==> src/design/vgpm_pkg.sv <==
`timescale 1ns / 1ps
`default_nettype none
// ----------------------------------------------------------------------------
// vgpm_pkg: shared types and constants for the voice gain and pan mixer
// Transaction payloads, register indexes, sample format codes and the
// command/status bundles between controller and datapath.
// ----------------------------------------------------------------------------
package vgpm_pkg;

   // Default number of volume categories
   localparam int NUM_CATEGORIES_DEFAULT = 4;

   // Configuration port
   localparam int CSR_INDEX_WIDTH = 3;
   localparam int CSR_DATA_WIDTH  = 16;
   localparam logic [CSR_INDEX_WIDTH-1:0] CSR_GLOBAL_GAIN   = 3'd0;
   localparam logic [CSR_INDEX_WIDTH-1:0] CSR_CAT_GAIN_BASE = 3'd1;

   // Gains, unsigned Q1.15
   localparam logic [15:0] GAIN_UNITY          = 16'd32768;
   localparam logic [15:0] GLOBAL_GAIN_RESET   = 16'd32768;
   localparam logic [15:0] CAT_GAIN_RESET      = 16'd27853;  // 0.85
   localparam logic [15:0] CAT_GAIN_MUSIC_RESET = 16'd16384; // 0.5, category 1

   // Sample format codes
   localparam logic [1:0] FMT_FLOAT32 = 2'd0;
   localparam logic [1:0] FMT_INT16   = 2'd1;
   localparam logic [1:0] FMT_UINT8   = 2'd2;

   typedef struct packed {
      logic [31:0]        sample_left;
      logic [31:0]        sample_right;
      logic [1:0]         sample_format;
      logic               stereo;
      logic [15:0]        voice_volume;
      logic signed [15:0] pan;
      logic [1:0]         category;
      logic               first_voice;
      logic               last_voice;
   } req_type;

   typedef struct packed {
      logic signed [15:0] mix_left;
      logic signed [15:0] mix_right;
   } rsp_type;

   typedef enum logic [2:0] {
      ST_IDLE,
      ST_VOL_CAT,
      ST_GLOBAL,
      ST_PAN_L,
      ST_PAN_R,
      ST_MIX_L,
      ST_MIX_R,
      ST_ACC
   } state_type;

   // Multiplier step selected by the controller
   typedef enum logic [2:0] {
      OP_NONE,
      OP_VOL_CAT,
      OP_GLOBAL,
      OP_PAN_L,
      OP_PAN_R,
      OP_MIX_L,
      OP_MIX_R
   } op_type;

   typedef struct packed {
      logic   load;
      op_type op;
      logic   acc_en;
      logic   out_en;
   } cmd_type;

   typedef struct packed {
      logic last_voice;
   } status_type;

   // Reset value of a category gain register
   function automatic logic [15:0] cat_gain_reset(input int idx);
      logic [15:0] val;
      val = (idx == 1) ? CAT_GAIN_MUSIC_RESET : CAT_GAIN_RESET;
      return val;
   endfunction

endpackage
`default_nettype wire

==> src/design/vgpm_ctrl.sv <==
`timescale 1ns / 1ps
`default_nettype none
// ----------------------------------------------------------------------------
// vgpm_ctrl: sequencing controller
// Steps one voice through the shared multiplier and owns the request
// stall and the result valid flag.
// ----------------------------------------------------------------------------
module vgpm_ctrl (
   input  wire logic                 clock,
   input  wire logic                 reset,
   input  wire logic                 req_valid,
   output logic                      req_stall,
   output logic                      rsp_valid,
   input  wire logic                 rsp_stall,
   input  wire vgpm_pkg::status_type status,
   output vgpm_pkg::cmd_type         cmd
);
   import vgpm_pkg::*;

   state_type state_ff, state_in;
   logic      rsp_valid_ff, rsp_valid_in;
   logic      out_free;

   // State and result flag registers
   always_ff @(posedge clock) begin
      if (reset) begin
         state_ff     <= ST_IDLE;
         rsp_valid_ff <= 1'b0;
      end else begin
         state_ff     <= state_in;
         rsp_valid_ff <= rsp_valid_in;
      end
   end

   assign out_free  = !rsp_valid_ff || !rsp_stall;
   assign req_stall = (state_ff != ST_IDLE);
   assign rsp_valid = rsp_valid_ff;

   // Next state and commands
   always_comb begin
      state_in   = state_ff;
      cmd.load   = 1'b0;
      cmd.op     = OP_NONE;
      cmd.acc_en = 1'b0;
      cmd.out_en = 1'b0;
      unique case (state_ff)
         ST_IDLE: begin
            if (req_valid) begin
               cmd.load = 1'b1;
               state_in = ST_VOL_CAT;
            end
         end
         ST_VOL_CAT: begin
            cmd.op   = OP_VOL_CAT;
            state_in = ST_GLOBAL;
         end
         ST_GLOBAL: begin
            cmd.op   = OP_GLOBAL;
            state_in = ST_PAN_L;
         end
         ST_PAN_L: begin
            cmd.op   = OP_PAN_L;
            state_in = ST_PAN_R;
         end
         ST_PAN_R: begin
            cmd.op   = OP_PAN_R;
            state_in = ST_MIX_L;
         end
         ST_MIX_L: begin
            cmd.op   = OP_MIX_L;
            state_in = ST_MIX_R;
         end
         ST_MIX_R: begin
            cmd.op   = OP_MIX_R;
            state_in = ST_ACC;
         end
         ST_ACC: begin
            // a frame end waits here while the output register is occupied
            if (!status.last_voice || out_free) begin
               cmd.acc_en = 1'b1;
               cmd.out_en = status.last_voice;
               state_in   = ST_IDLE;
            end
         end
         default: state_in = ST_IDLE;
      endcase
   end

   // Result valid: set on emission, cleared once taken
   always_comb begin
      rsp_valid_in = rsp_valid_ff;
      if (cmd.out_en) begin
         rsp_valid_in = 1'b1;
      end else if (rsp_valid_ff && !rsp_stall) begin
         rsp_valid_in = 1'b0;
      end
   end

endmodule
`default_nettype wire

==> src/design/vgpm_dp.sv <==
`timescale 1ns / 1ps
`default_nettype none
// ----------------------------------------------------------------------------
// vgpm_dp: mixer datapath
// Gain registers, sample conversion, one shared 17x17 signed multiplier,
// saturating accumulators and the output register.
// ----------------------------------------------------------------------------
module vgpm_dp #(
   parameter int NUM_CATEGORIES = vgpm_pkg::NUM_CATEGORIES_DEFAULT
) (
   input  wire logic                                   clock,
   input  wire logic                                   reset,
   input  wire vgpm_pkg::req_type                      req_payload,
   output vgpm_pkg::rsp_type                           rsp_payload,
   input  wire logic                                   csr_write,
   input  wire logic [vgpm_pkg::CSR_INDEX_WIDTH-1:0]   csr_index,
   input  wire logic [vgpm_pkg::CSR_DATA_WIDTH-1:0]    csr_data,
   input  wire vgpm_pkg::cmd_type                      cmd,
   output vgpm_pkg::status_type                        status
);
   import vgpm_pkg::*;

   // Gain clamp to unity
   function automatic logic [15:0] clamp_gain(input logic [15:0] g);
      logic [15:0] r;
      r = (g > GAIN_UNITY) ? GAIN_UNITY : g;
      return r;
   endfunction

   // Raw sample to Q1.15
   function automatic logic signed [15:0] convert(input logic [31:0] raw,
                                                  input logic [1:0]  fmt);
      logic        neg;
      logic [7:0]  ex;
      logic [22:0] man;
      logic [7:0]  sh;
      logic [23:0] mag24;
      logic [15:0] mag;
      logic [8:0]  two_x;
      logic [2:0]  k;
      logic [16:0] val;
      logic signed [15:0] r;
      neg   = raw[31];
      ex    = raw[30:23];
      man   = raw[22:0];
      sh    = 8'd135 - ex;
      mag24 = {1'b1, man} >> sh;
      mag   = mag24[15:0];
      two_x = {raw[7:0], 1'b0};
      // x * 32768 / 127 = 258x + floor(2x / 127)
      k     = 3'(two_x >= 9'd127) + 3'(two_x >= 9'd254)
            + 3'(two_x >= 9'd381) + 3'(two_x >= 9'd508);
      val   = {1'b0, raw[7:0], 8'd0} + {8'd0, raw[7:0], 1'b0} + {14'd0, k};
      r     = '0;
      unique case (fmt)
         FMT_FLOAT32: begin
            priority if (ex == 8'hFF && man != '0) r = '0;
            else if (ex >= 8'd127) r = neg ? 16'sh8000 : 16'sh7FFF;
            else if (ex == 8'd0)   r = '0;
            else                   r = neg ? -signed'(mag) : signed'(mag);
         end
         FMT_INT16: r = signed'(raw[15:0]);
         FMT_UINT8: r = val[16] ? 16'sh7FFF : signed'({~val[15], val[14:0]});
         default:   r = '0;
      endcase
      return r;
   endfunction

   function automatic logic signed [23:0] sat24(input logic signed [24:0] s);
      logic signed [23:0] r;
      if (s[24] != s[23]) r = s[24] ? 24'sh800000 : 24'sh7FFFFF;
      else                r = s[23:0];
      return r;
   endfunction

   function automatic logic signed [15:0] sat16(input logic signed [23:0] a);
      logic signed [15:0] r;
      if (a[23:15] == '0 || a[23:15] == '1) r = a[15:0];
      else                                  r = a[23] ? 16'sh8000 : 16'sh7FFF;
      return r;
   endfunction

   logic [15:0]        global_gain_ff;
   logic [15:0]        cat_gain_ff [NUM_CATEGORIES];
   req_type            item_ff;
   logic signed [15:0] sl_ff, sr_ff, conv_out;
   logic [31:0]        conv_raw;
   logic [15:0]        g_ff, lg_ff, rg_ff;
   logic signed [16:0] cl_ff;
   logic signed [31:0] prod_ff;
   logic signed [23:0] acc_left_ff, acc_right_ff;
   rsp_type            rsp_ff;

   logic [15:0]        vv_c, cg_c, gg_c, lf, rf, prod_u;
   logic [16:0]        lf_w, rf_w;
   logic signed [16:0] prod_s, mul_a, mul_b;
   logic signed [33:0] mul_full;
   logic signed [23:0] acc_l_base, acc_r_base, acc_l_new, acc_r_new;

   // Configuration registers
   always_ff @(posedge clock) begin
      if (reset) begin
         global_gain_ff <= GLOBAL_GAIN_RESET;
         for (int i = 0; i < NUM_CATEGORIES; i++) begin
            cat_gain_ff[i] <= cat_gain_reset(i);
         end
      end else if (csr_write) begin
         if (csr_index == CSR_GLOBAL_GAIN) begin
            global_gain_ff <= csr_data;
         end
         for (int i = 0; i < NUM_CATEGORIES; i++) begin
            if (csr_index == CSR_CAT_GAIN_BASE + CSR_INDEX_WIDTH'(i)) begin
               cat_gain_ff[i] <= csr_data;
            end
         end
      end
   end

   // Gain factors; a category outside the table is silent
   always_comb begin
      cg_c = '0;
      for (int i = 0; i < NUM_CATEGORIES; i++) begin
         if (item_ff.category == 2'(i)) cg_c = clamp_gain(cat_gain_ff[i]);
      end
   end
   assign vv_c = clamp_gain(item_ff.voice_volume);
   assign gg_c = clamp_gain(global_gain_ff);

   // Linear pan: only the opposite side is cut
   assign lf_w = 17'h08000 - {item_ff.pan[15], item_ff.pan};
   assign rf_w = 17'h08000 + {item_ff.pan[15], item_ff.pan};
   assign lf   = (item_ff.pan > 16'sd0) ? lf_w[15:0] : GAIN_UNITY;
   assign rf   = (item_ff.pan < 16'sd0) ? rf_w[15:0] : GAIN_UNITY;

   // One converter, left in the first step, right (or mono copy) in the second
   assign conv_raw = (cmd.op == OP_GLOBAL && item_ff.stereo) ?
                     item_ff.sample_right : item_ff.sample_left;
   assign conv_out = convert(conv_raw, item_ff.sample_format);

   // Product scaled back by 15, as unsigned gain and as floored signed value
   assign prod_u = prod_ff[30:15];
   assign prod_s = prod_ff[31:15];

   // Multiplier operand selection
   always_comb begin
      mul_a = '0;
      mul_b = '0;
      unique case (cmd.op)
         OP_VOL_CAT: begin
            mul_a = signed'({1'b0, vv_c});
            mul_b = signed'({1'b0, cg_c});
         end
         OP_GLOBAL: begin
            mul_a = signed'({1'b0, prod_u});
            mul_b = signed'({1'b0, gg_c});
         end
         OP_PAN_L: begin
            mul_a = signed'({1'b0, prod_u});
            mul_b = signed'({1'b0, lf});
         end
         OP_PAN_R: begin
            mul_a = signed'({1'b0, g_ff});
            mul_b = signed'({1'b0, rf});
         end
         OP_MIX_L: begin
            mul_a = 17'(sl_ff);
            mul_b = signed'({1'b0, lg_ff});
         end
         OP_MIX_R: begin
            mul_a = 17'(sr_ff);
            mul_b = signed'({1'b0, rg_ff});
         end
         default: begin
            mul_a = '0;
            mul_b = '0;
         end
      endcase
   end
   assign mul_full = mul_a * mul_b;

   // Item, product and intermediate gain registers
   always_ff @(posedge clock) begin
      if (cmd.load) item_ff <= req_payload;
      if (cmd.op != OP_NONE) prod_ff <= mul_full[31:0];
      if (cmd.op == OP_VOL_CAT) sl_ff <= conv_out;
      if (cmd.op == OP_GLOBAL)  sr_ff <= conv_out;
      if (cmd.op == OP_PAN_L)   g_ff  <= prod_u;
      if (cmd.op == OP_PAN_R)   lg_ff <= prod_u;
      if (cmd.op == OP_MIX_L)   rg_ff <= prod_u;
      if (cmd.op == OP_MIX_R)   cl_ff <= prod_s;
   end

   // Saturating accumulation, cleared by the first voice
   assign acc_l_base = item_ff.first_voice ? '0 : acc_left_ff;
   assign acc_r_base = item_ff.first_voice ? '0 : acc_right_ff;
   assign acc_l_new  = sat24(25'(acc_l_base) + 25'(cl_ff));
   assign acc_r_new  = sat24(25'(acc_r_base) + 25'(prod_s));

   always_ff @(posedge clock) begin
      if (reset) begin
         acc_left_ff  <= '0;
         acc_right_ff <= '0;
      end else if (cmd.acc_en) begin
         acc_left_ff  <= acc_l_new;
         acc_right_ff <= acc_r_new;
      end
   end

   // Output register
   always_ff @(posedge clock) begin
      if (cmd.out_en) begin
         rsp_ff.mix_left  <= sat16(acc_l_new);
         rsp_ff.mix_right <= sat16(acc_r_new);
      end
   end

   assign rsp_payload       = rsp_ff;
   assign status.last_voice = item_ff.last_voice;

endmodule
`default_nettype wire

==> src/design/voice_gain_pan_mixer.sv <==
`timescale 1ns / 1ps
`default_nettype none
// ----------------------------------------------------------------------------
// voice_gain_pan_mixer: stereo voice mixer with gain and linear pan
// Converts one voice sample per transaction, applies voice, category and
// global gain and a linear pan, and sums into 24-bit accumulators.
//
//   channel   direction  handshake          carries
//   req_      in         valid / stall      one voice source frame
//   rsp_      out        valid / stall      mixed stereo frame (last voice)
//   csr_      in         valid / ready      register index and data
//
// From acceptance to the next acceptance a voice passes through six
// products in one shared 17x17 multiplier, one accumulate step and
// the idle state. The mixed frame appears the cycle after the last step.
// Reset clears the accumulators and loads the default gains.
// A last voice holds in its final step while an earlier frame is unread.
// ----------------------------------------------------------------------------
module voice_gain_pan_mixer #(
   parameter int NUM_CATEGORIES = vgpm_pkg::NUM_CATEGORIES_DEFAULT
) (
   input  wire logic                                   clock,
   input  wire logic                                   reset,
   input  wire logic                                   req_valid,
   output logic                                        req_stall,
   input  wire vgpm_pkg::req_type                      req_payload,
   output logic                                        rsp_valid,
   input  wire logic                                   rsp_stall,
   output vgpm_pkg::rsp_type                           rsp_payload,
   input  wire logic                                   csr_valid,
   output logic                                        csr_ready,
   input  wire logic [vgpm_pkg::CSR_INDEX_WIDTH-1:0]   csr_index,
   input  wire logic [vgpm_pkg::CSR_DATA_WIDTH-1:0]    csr_data
);
   import vgpm_pkg::*;

   cmd_type    cmd;
   status_type status;
   logic       csr_write;

   // Registers take a write in any cycle
   assign csr_ready = 1'b1;
   assign csr_write = csr_valid && csr_ready;

   vgpm_ctrl u_ctrl (
      .clock     (clock),
      .reset     (reset),
      .req_valid (req_valid),
      .req_stall (req_stall),
      .rsp_valid (rsp_valid),
      .rsp_stall (rsp_stall),
      .status    (status),
      .cmd       (cmd)
   );

   vgpm_dp #(
      .NUM_CATEGORIES (NUM_CATEGORIES)
   ) u_dp (
      .clock       (clock),
      .reset       (reset),
      .req_payload (req_payload),
      .rsp_payload (rsp_payload),
      .csr_write   (csr_write),
      .csr_index   (csr_index),
      .csr_data    (csr_data),
      .cmd         (cmd),
      .status      (status)
   );

endmodule
`default_nettype wire

==> config.mk <==
export PLATFORM = sky130hd
export DESIGN_NAME = voice_gain_pan_mixer
export DESIGN_NICKNAME = d
export VERILOG_FILES = /design/src/design/vgpm_pkg.sv /design/src/design/vgpm_ctrl.sv /design/src/design/vgpm_dp.sv /design/src/design/voice_gain_pan_mixer.sv
export SDC_FILE = /design/constraint.sdc
export NUM_CORES = 2
export LEC_CHECK = 0
export BUFFER_PORTS_ARGS = -buffer_cell sky130_fd_sc_hd__buf_2
export CORE_MARGIN = 4
export CORE_UTILIZATION = 50
export CTS_CLUSTER_DIAMETER = 30
export DETAILED_ROUTE_END_ITERATION = 12
export PLACE_DENSITY_LB_ADDON = 0.08
export SLEW_MARGIN = 20
export SYNTH_ARGS = -nofsm -noshare
export SYNTH_HDL_FRONTEND = slang
export SYNTH_SLANG_ARGS = --single-unit
==> constraint.sdc <==
create_clock -name clock -period 9.38 [get_ports clock]
set_input_delay 0 -clock clock [delete_from_list [all_inputs] [get_ports clock]]
set_output_delay 0 -clock clock [all_outputs]
set_load 0.05 [all_outputs]
**Yosys cells after proc, flatten, opt, wreduce, memory -nomap -nowiden**

Memories as Yosys holds them, arrays and structs flattened.
Cells that the tools add are included.

- Logic and storage cells: 172
- Input port bits: 127
- Register bits: 332
- Memories: 1
- Memory bits (writable): 64

Memory list:

| name | words | width | rd ports | clocked after memory_dff | wr ports | line | source |
|---|---|---|---|---|---|---|---|
| u_dp.cat_gain_ff | 4 | 16 | 4 | 0 | 4 | vgpm_dp.sv:84 | `logic [15:0] cat_gain_ff [NUM_CATEGORIES];` |

- Eq/ne operators: 29
- Multiply operators: 1
- Mux-type cells: 64
- Order comparisons: 13
- $add $sub $neg: 11
- Bitwise logic cells: 5
- Shift operators: 1
- Reductions and logical operators: 24

Operator list:

| cell | count |
|---|---|
| two-way mux 16 bit | 26 |
| two-way mux 24 bit | 6 |
| > comparator 16 bit, second input constant | 6 |
| one-hot mux 16 bit (6 select lines) | 1 |
| one-hot mux 17 bit (5 select lines) | 1 |
| adder 24 x 17 -> 25 bit | 2 |
| one-hot mux 16 bit (3 select lines) | 1 |
| multiplier 17 x 17 -> 32 bit | 1 |
| two-way mux 32 bit | 1 |
| equality test 3 bit, second input constant | 8 |
| one-hot mux 3 bit (8 select lines) | 1 |
| right shift 24 x 8 -> 16 bit | 1 |
| nonzero test 23 bit | 1 |
| two-way mux 1 bit | 22 |
| equality test 3 x 2 -> 1 bit, second input constant | 6 |
| equality test 9 bit, second input constant | 2 |
| >= comparator 9 bit, second input constant | 2 |
| zero test 9 bit | 2 |
| one-hot mux 3 bit (6 select lines) | 1 |
| adder 16 x 9 -> 17 bit | 1 |
| adder 17 x 3 -> 17 bit | 1 |
| adder 16 bit, first input constant | 1 |
| > comparator 16 x 1 -> 1 bit, second input constant | 1 |
| < comparator 16 x 1 -> 1 bit, second input constant | 1 |
| other kinds (29) | 52 |

**Longest topological paths before layout**

- Depth after elaboration: 13
- Gate-level depth with buffers: 36
- Gate-level depth less buffers: 33

**By module**

Synthesis repeated with hierarchy kept, for this count alone.

- Cells, all modules: 3190
- Area total of the unflattened synthesis: 31099.8 um^2

Modules (own cells, without submodules):

| module | area an instance (um^2) | times used | cells an instance |
|---|---|---|---|
| vgpm_dp | 30867.1 | 1 | 3162 |
| vgpm_ctrl | 221.5 | 1 | 26 |
| voice_gain_pan_mixer | 11.3 | 1 | 2 |

**Least setup slack after synthesis**

Ideal clock, no wire load.

- Kind: register to register
- Start point: register u_ctrl.state_ff[0]
- End point: register u_dp.prod_ff[31] (data pin)
- Data required time: 9120 ps
- Arrival time: 8200 ps
- Setup time: 260 ps
- Period minus slack after synthesis: 8460 ps
- Slack: 920 ps
- Cell stages (with the launch flop): 35
- Cell sequence: dfxtp_1 inv_1 ha_1 buf_2 o31a_1 and2_1 clkbuf_1 clkbuf_1 a222oi_1 o211ai_1 a21oi_1 clkbuf_1 nor2_1 fa_1 inv_1 fa_1 fa_1 inv_1 fa_1 fa_1 inv_1 fa_1 inv_1 ha_1 nor2b_1 o22ai_1 a2111oi_0 o21ai_0 and3_1 nor4_1 o31a_1 o21ai_0 nand2b_1 a21oi_1 xnor2_1

- Longest elaborated chain between the ends: 6

Ends and longest elaborated chain:

| element | line | source |
|---|---|---|
| start, declared | vgpm_ctrl.sv:20 | `state_type state_ff, state_in;` |
| start signal, assigned | vgpm_ctrl.sv:30 | `state_ff <= state_in;` |
| equality test 3 bit, or another cell as far along | vgpm_ctrl.sv:46 | `unique case (state_ff)` |
| one-hot mux 3 bit (6 select lines) (*) | vgpm_ctrl.sv:46 |  |
| equality test 3 x 2 -> 1 bit | vgpm_dp.sv:148 | `unique case (cmd.op)` |
| OR reduction 2 bit (no line) | -- |  |
| one-hot mux 17 bit (5 select lines) | vgpm_dp.sv:148 |  |
| multiplier 17 x 17 -> 32 bit (*) | vgpm_dp.sv:179 | `assign mul_full = mul_a * mul_b;` |
| via u_dp.mul_full[31] | vgpm_dp.sv:97 | `logic signed [33:0] mul_full;` |
| end signal, assigned | vgpm_dp.sv:184 | `if (cmd.op != OP_NONE) prod_ff <= mul_full[31:0];` |
| end, declared | vgpm_dp.sv:90 | `logic signed [31:0] prod_ff;` |

Mark *: on every way through the listed nets, which the timed path passes. The rest lies on a longest branch.
A chain may end at the register's enable or synchronous reset.

**Worst setup path in the final report**

- Start point: register u_dp.item_ff[9] (netlist name)
- End point: register u_dp.prod_ff[31] (data pin)

- Longest elaborated chain between the ends: 4

Ends and longest elaborated chain:

| element | line | source |
|---|---|---|
| start, declared | vgpm_dp.sv:85 | `req_type item_ff;` |
| start signal, assigned | vgpm_dp.sv:183 | `if (cmd.load) item_ff <= req_payload;` |
| adder 16 bit, or another cell as far along | vgpm_dp.sv:131 | `assign rf_w = 17'h08000 + {item_ff.pan[15], item_ff.pan};` |
| two-way mux 16 bit, on equally long branches | vgpm_dp.sv:133, vgpm_dp.sv:132 |  |
| one-hot mux 16 bit (6 select lines) (*) | vgpm_dp.sv:148 |  |
| multiplier 17 x 17 -> 32 bit (*) | vgpm_dp.sv:179 |  |
| via u_dp.mul_full[31] | vgpm_dp.sv:97 |  |

Marked as above.

==> results.py <==
metrics = {
    "final_layout": {
        "drive_above_1_share_pct": 12.7,
        "stdcell_area_um2": 37000,
        "finalNonFillerCells": 4310,
        "area_growth_pct": 20.2,
        "utilization_pct": 61.0,
        "fillers": 5057,
        "nets": 3998,
    },
    "cts": {
        "htreeDepth": 3,
        "cts_tree": "yes",
        "postCtsSetupBuffers": 0,
        "clk_path_buf_depth": 3,
        "cts_root_buffer": "clkbuf_16",
        "cts_buffers": 85,
        "clock-sinks": 381,
        "path_clk_slew_ps": 50,
        "clock_latency_ps": 640,
    },
    "placed_design": {
        "dp_slack_ps": 139,
        "placedCellCount": 4007,
        "hpwl_um": 69400,
        "portBuffers": 160,
        "dpl_cell_area_um2": 32600,
        "place.gp.congestion": 0.966,
    },
    "worst_setup_path": {
        "critical-path-top-delay-family": "adder cells",
        "crit_buf_inv": 6,
        "cpMaxStageDelayCell": "or4_1",
        "worstSetupEndpointType": "flop",
        "critPathLaunchType": "flop",
        "cp_common_cell": "fa_1",
        "critical_path_arrival_ps": 9400,
        "crit_type": "flop to flop",
        "slowest_delay_ps": 620,
        "crit_fanout": 9,
        "required_ps": 9740,
    },
    "synth": {
        "synth.yosys.seq_area_share_pct": 34.9,
        "synth.most_common_cell": "inv_1",
        "synth_edf_count": 313,
        "synth_area_leaders": "edfxtp_1 (31%), fa_1 (17%), ha_1 (5.9%), inv_1 (5.0%), dfxtp_1 (4.4%)",
        "netlist_area_um2": 30800,
        "ys.flop_type": "edfxtp_1",
        "syn-num-nets": 3676,
        "synth_common_cells": "inv_1 (413), nand2_1 (323), edfxtp_1 (313), nor2_1 (307), fa_1 (269)",
        "synthCells": 3135,
        "ys_seq_elements": 381,
        "yosysWarnings": 0,
        "avgSynthCellArea_um2": 9.83,
        "synth_cell_types": 104,
        "yosysTopAreaCellShare_pct": 30.5,
        "synth-async-reset-ratio_pct": 0,
        "synth_top_cell_by_area": "edfxtp_1",
    },
    "grt": {
        "grt_antenna_before_repair": 6,
        "grt_max_degree": 89,
        "grt_usage_pct": 28.2,
        "grt_overflow": 0,
        "grt_pass1_wl_um": 147000,
        "first_global_vias": 26000,
    },
    "sta": {
        "setup_ws_ps": 339,
        "tns_ps": 0,
        "finalCritPeriodShare_pct": 96.4,
        "fin_crit_ps": 9040,
        "whs_ps": 70.9,
        "slew_viol_final": 0,
        "max_slew.worst_pin.slew_ps": 1080,
        "skew_ps": 34.5,
        "final-hold-violation-count": 0,
        "setup_viol": 0,
        "fmax_mhz": 111,
        "rsz0062_at_grt": "false",
        "slew_headroom_pct": 27.7,
    },
    "detailed_routing": {
        "ant_nets": 0,
        "route.detailed.drc": 0,
        "first_pass_iters": 9,
        "wl_um": 93000,
        "avgRoutedWirePerCell_um": 21.6,
        "drt_iter0_drc": 2255,
        "viasPerCell": 5.86,
        "vias": 25200,
    },
    "power": {
        "irDropWorstVdd_mv": 0.200,
        "p_int_mw": 6.34,
        "swShare_pct": 44.3,
        "clock_power_share_pct": 26.6,
        "power_frac_seq_pct": 23.8,
        "p_sw_mw": 5.05,
        "cellLeakagePower_nw": 15.6,
        "power_mw": 11.4,
        "powerDensity_nw_per_um2": 308,
        "pwr-share-comb_pct": 49.7,
    },
    "outcome": {
        "status": "finished clean",
    },
    "min_path": {
        "hold_class": "input port to flop",
    },
    "die": {
        "die_x_um": 256,
        "rows": 90,
        "start_util_pct": 50.8,
        "die_h_um": 256,
        "dieArea_um2": 65700,
        "ios": 162,
        "coreArea_um2": 60700,
    },
    "job": {
        "drv_cap": 0,
    },
}
path summary, 6_finish.rpt:
path                                                        start                                     to  slack (ps)  cells after the start
worst max-delay path                    u_dp.item_ff[9]$_DFFE_PP_             u_dp.prod_ff[31]$_DFFE_PP_         340                     33
worst max register to register          u_dp.item_ff[9]$_DFFE_PP_             u_dp.prod_ff[31]$_DFFE_PP_         340                     33
worst min register to register  u_dp.acc_right_ff[8]$_SDFFE_PP0P_      u_dp.acc_right_ff[8]$_SDFFE_PP0P_         470                      2
worst min-delay path                                 csr_index[2]  u_dp.cat_gain_ff[3][10]$_SDFFCE_PN1P_          70                      3
sequential cells by signal, summed over array words and instances, names as in the netlist, 3 cells and up:
signal	flops
u_dp.g_ff	16
u_dp.sr_ff	16
u_dp.cl_ff	17
u_dp.acc_right_ff	24
u_dp.lg_ff	16
u_dp.rsp_payload	32
u_dp.rg_ff	16
u_dp.acc_left_ff	24
u_dp.item_ff	102
u_ctrl.state_ff	3
u_dp.global_gain_ff	16
u_dp.sl_ff	16
u_dp.prod_ff	17
u_dp.cat_gain_ff	64
routing by layer:
metal | vias up | track usage [%] | wire, µm
met2 | 1079 | 46.8 | 43700
met4 | 4 | 9.60 | 3370
met5 | - | 0.585 | 47
met1 | 12400 | 37.7 | 38400
li1 | 11500 | - | -
met3 | 213 | 4.93 | 7410
cell families (layout without fill, tap and decap cells):
kind of cell	count (synthesis)	after routing	share of synthesized area, %
flip-flops	381	381	34.9
adder cells (fa/ha/maj)	414	414	23.4
XOR/XNOR	82	82	2.33
AO/OA/AOI/OAI	552	552	13.1
multiplexers	73	73	2.56
buffers and inverters	550	942	6.89
AND/OR/NAND/NOR	1082	1082	16.9
other	1	2	0.0122
tightest hold or removal path, cell delays in order:
cell	delay, ps
buf_2	110
nand3_1	320
or3_1	160
what timing repair did:
action / in CTS / in global routing
setup endpoints to repair: 0 / 6
hold endpoints to repair: 246 / 0
hold buffers: 145 / 0
gates resized for setup: 0 / 3
layout by cell type (no fill, tap or decap), drive strengths merged, types with 13 or more instances in the layout:
cell / Yosys / final
o21ai: 86 / 86
inv: 413 / 420
nand4: 19 / 19
a222oi: 39 / 39
o22ai: 21 / 21
a21o: 24 / 24
clkinv: 0 / 35
or3: 22 / 22
ha: 145 / 145
o21a: 23 / 23
nor4: 36 / 36
a31oi: 20 / 20
clkbuf: 112 / 95
mux2: 21 / 21
buf: 25 / 227
nor2: 308 / 308
a221oi: 13 / 13
a311oi: 30 / 30
dlygate4sd3: 0 / 145
nor2b: 70 / 70
or2: 14 / 14
mux2i: 52 / 52
xor2: 27 / 27
nor3: 63 / 63
and3: 25 / 25
nand3: 43 / 43
xnor2: 55 / 55
edfxtp: 313 / 313
nand2b: 61 / 61
fa: 269 / 269
o211ai: 16 / 16
dfxtp: 68 / 68
nand2: 325 / 325
and2: 62 / 62
a211oi: 30 / 30
a21oi: 113 / 113
power by group through the flow:
stage	registers (mW)	clock network [mW]	logic [mW]
after detailed placement	2.73	0	5.53
after global placement	2.72	0	5.44
after global routing	2.73	3.16	6.29
final	2.71	3.03	5.66
after CTS	2.70	3.07	5.62
after floorplan	2.53	0	3.88
final cells by class:
| type | count | area, µm² | area share (%) |
|---|---|---|---|
| antenna | 1 | 2.50 | 0.00676 |
| multi-input combinational | 2204 | 18000 | 48.6 |
| timing repair buffer | 372 | 2760 | 7.44 |
| clock inverter | 62 | 772 | 2.08 |
| clock buffer | 95 | 2210 | 5.96 |
| sequential | 381 | 10800 | 29.1 |
| tap | 782 | 978 | 2.64 |
| inverter | 413 | 1550 | 4.19 |
Power figures use the tool's default switching activity.
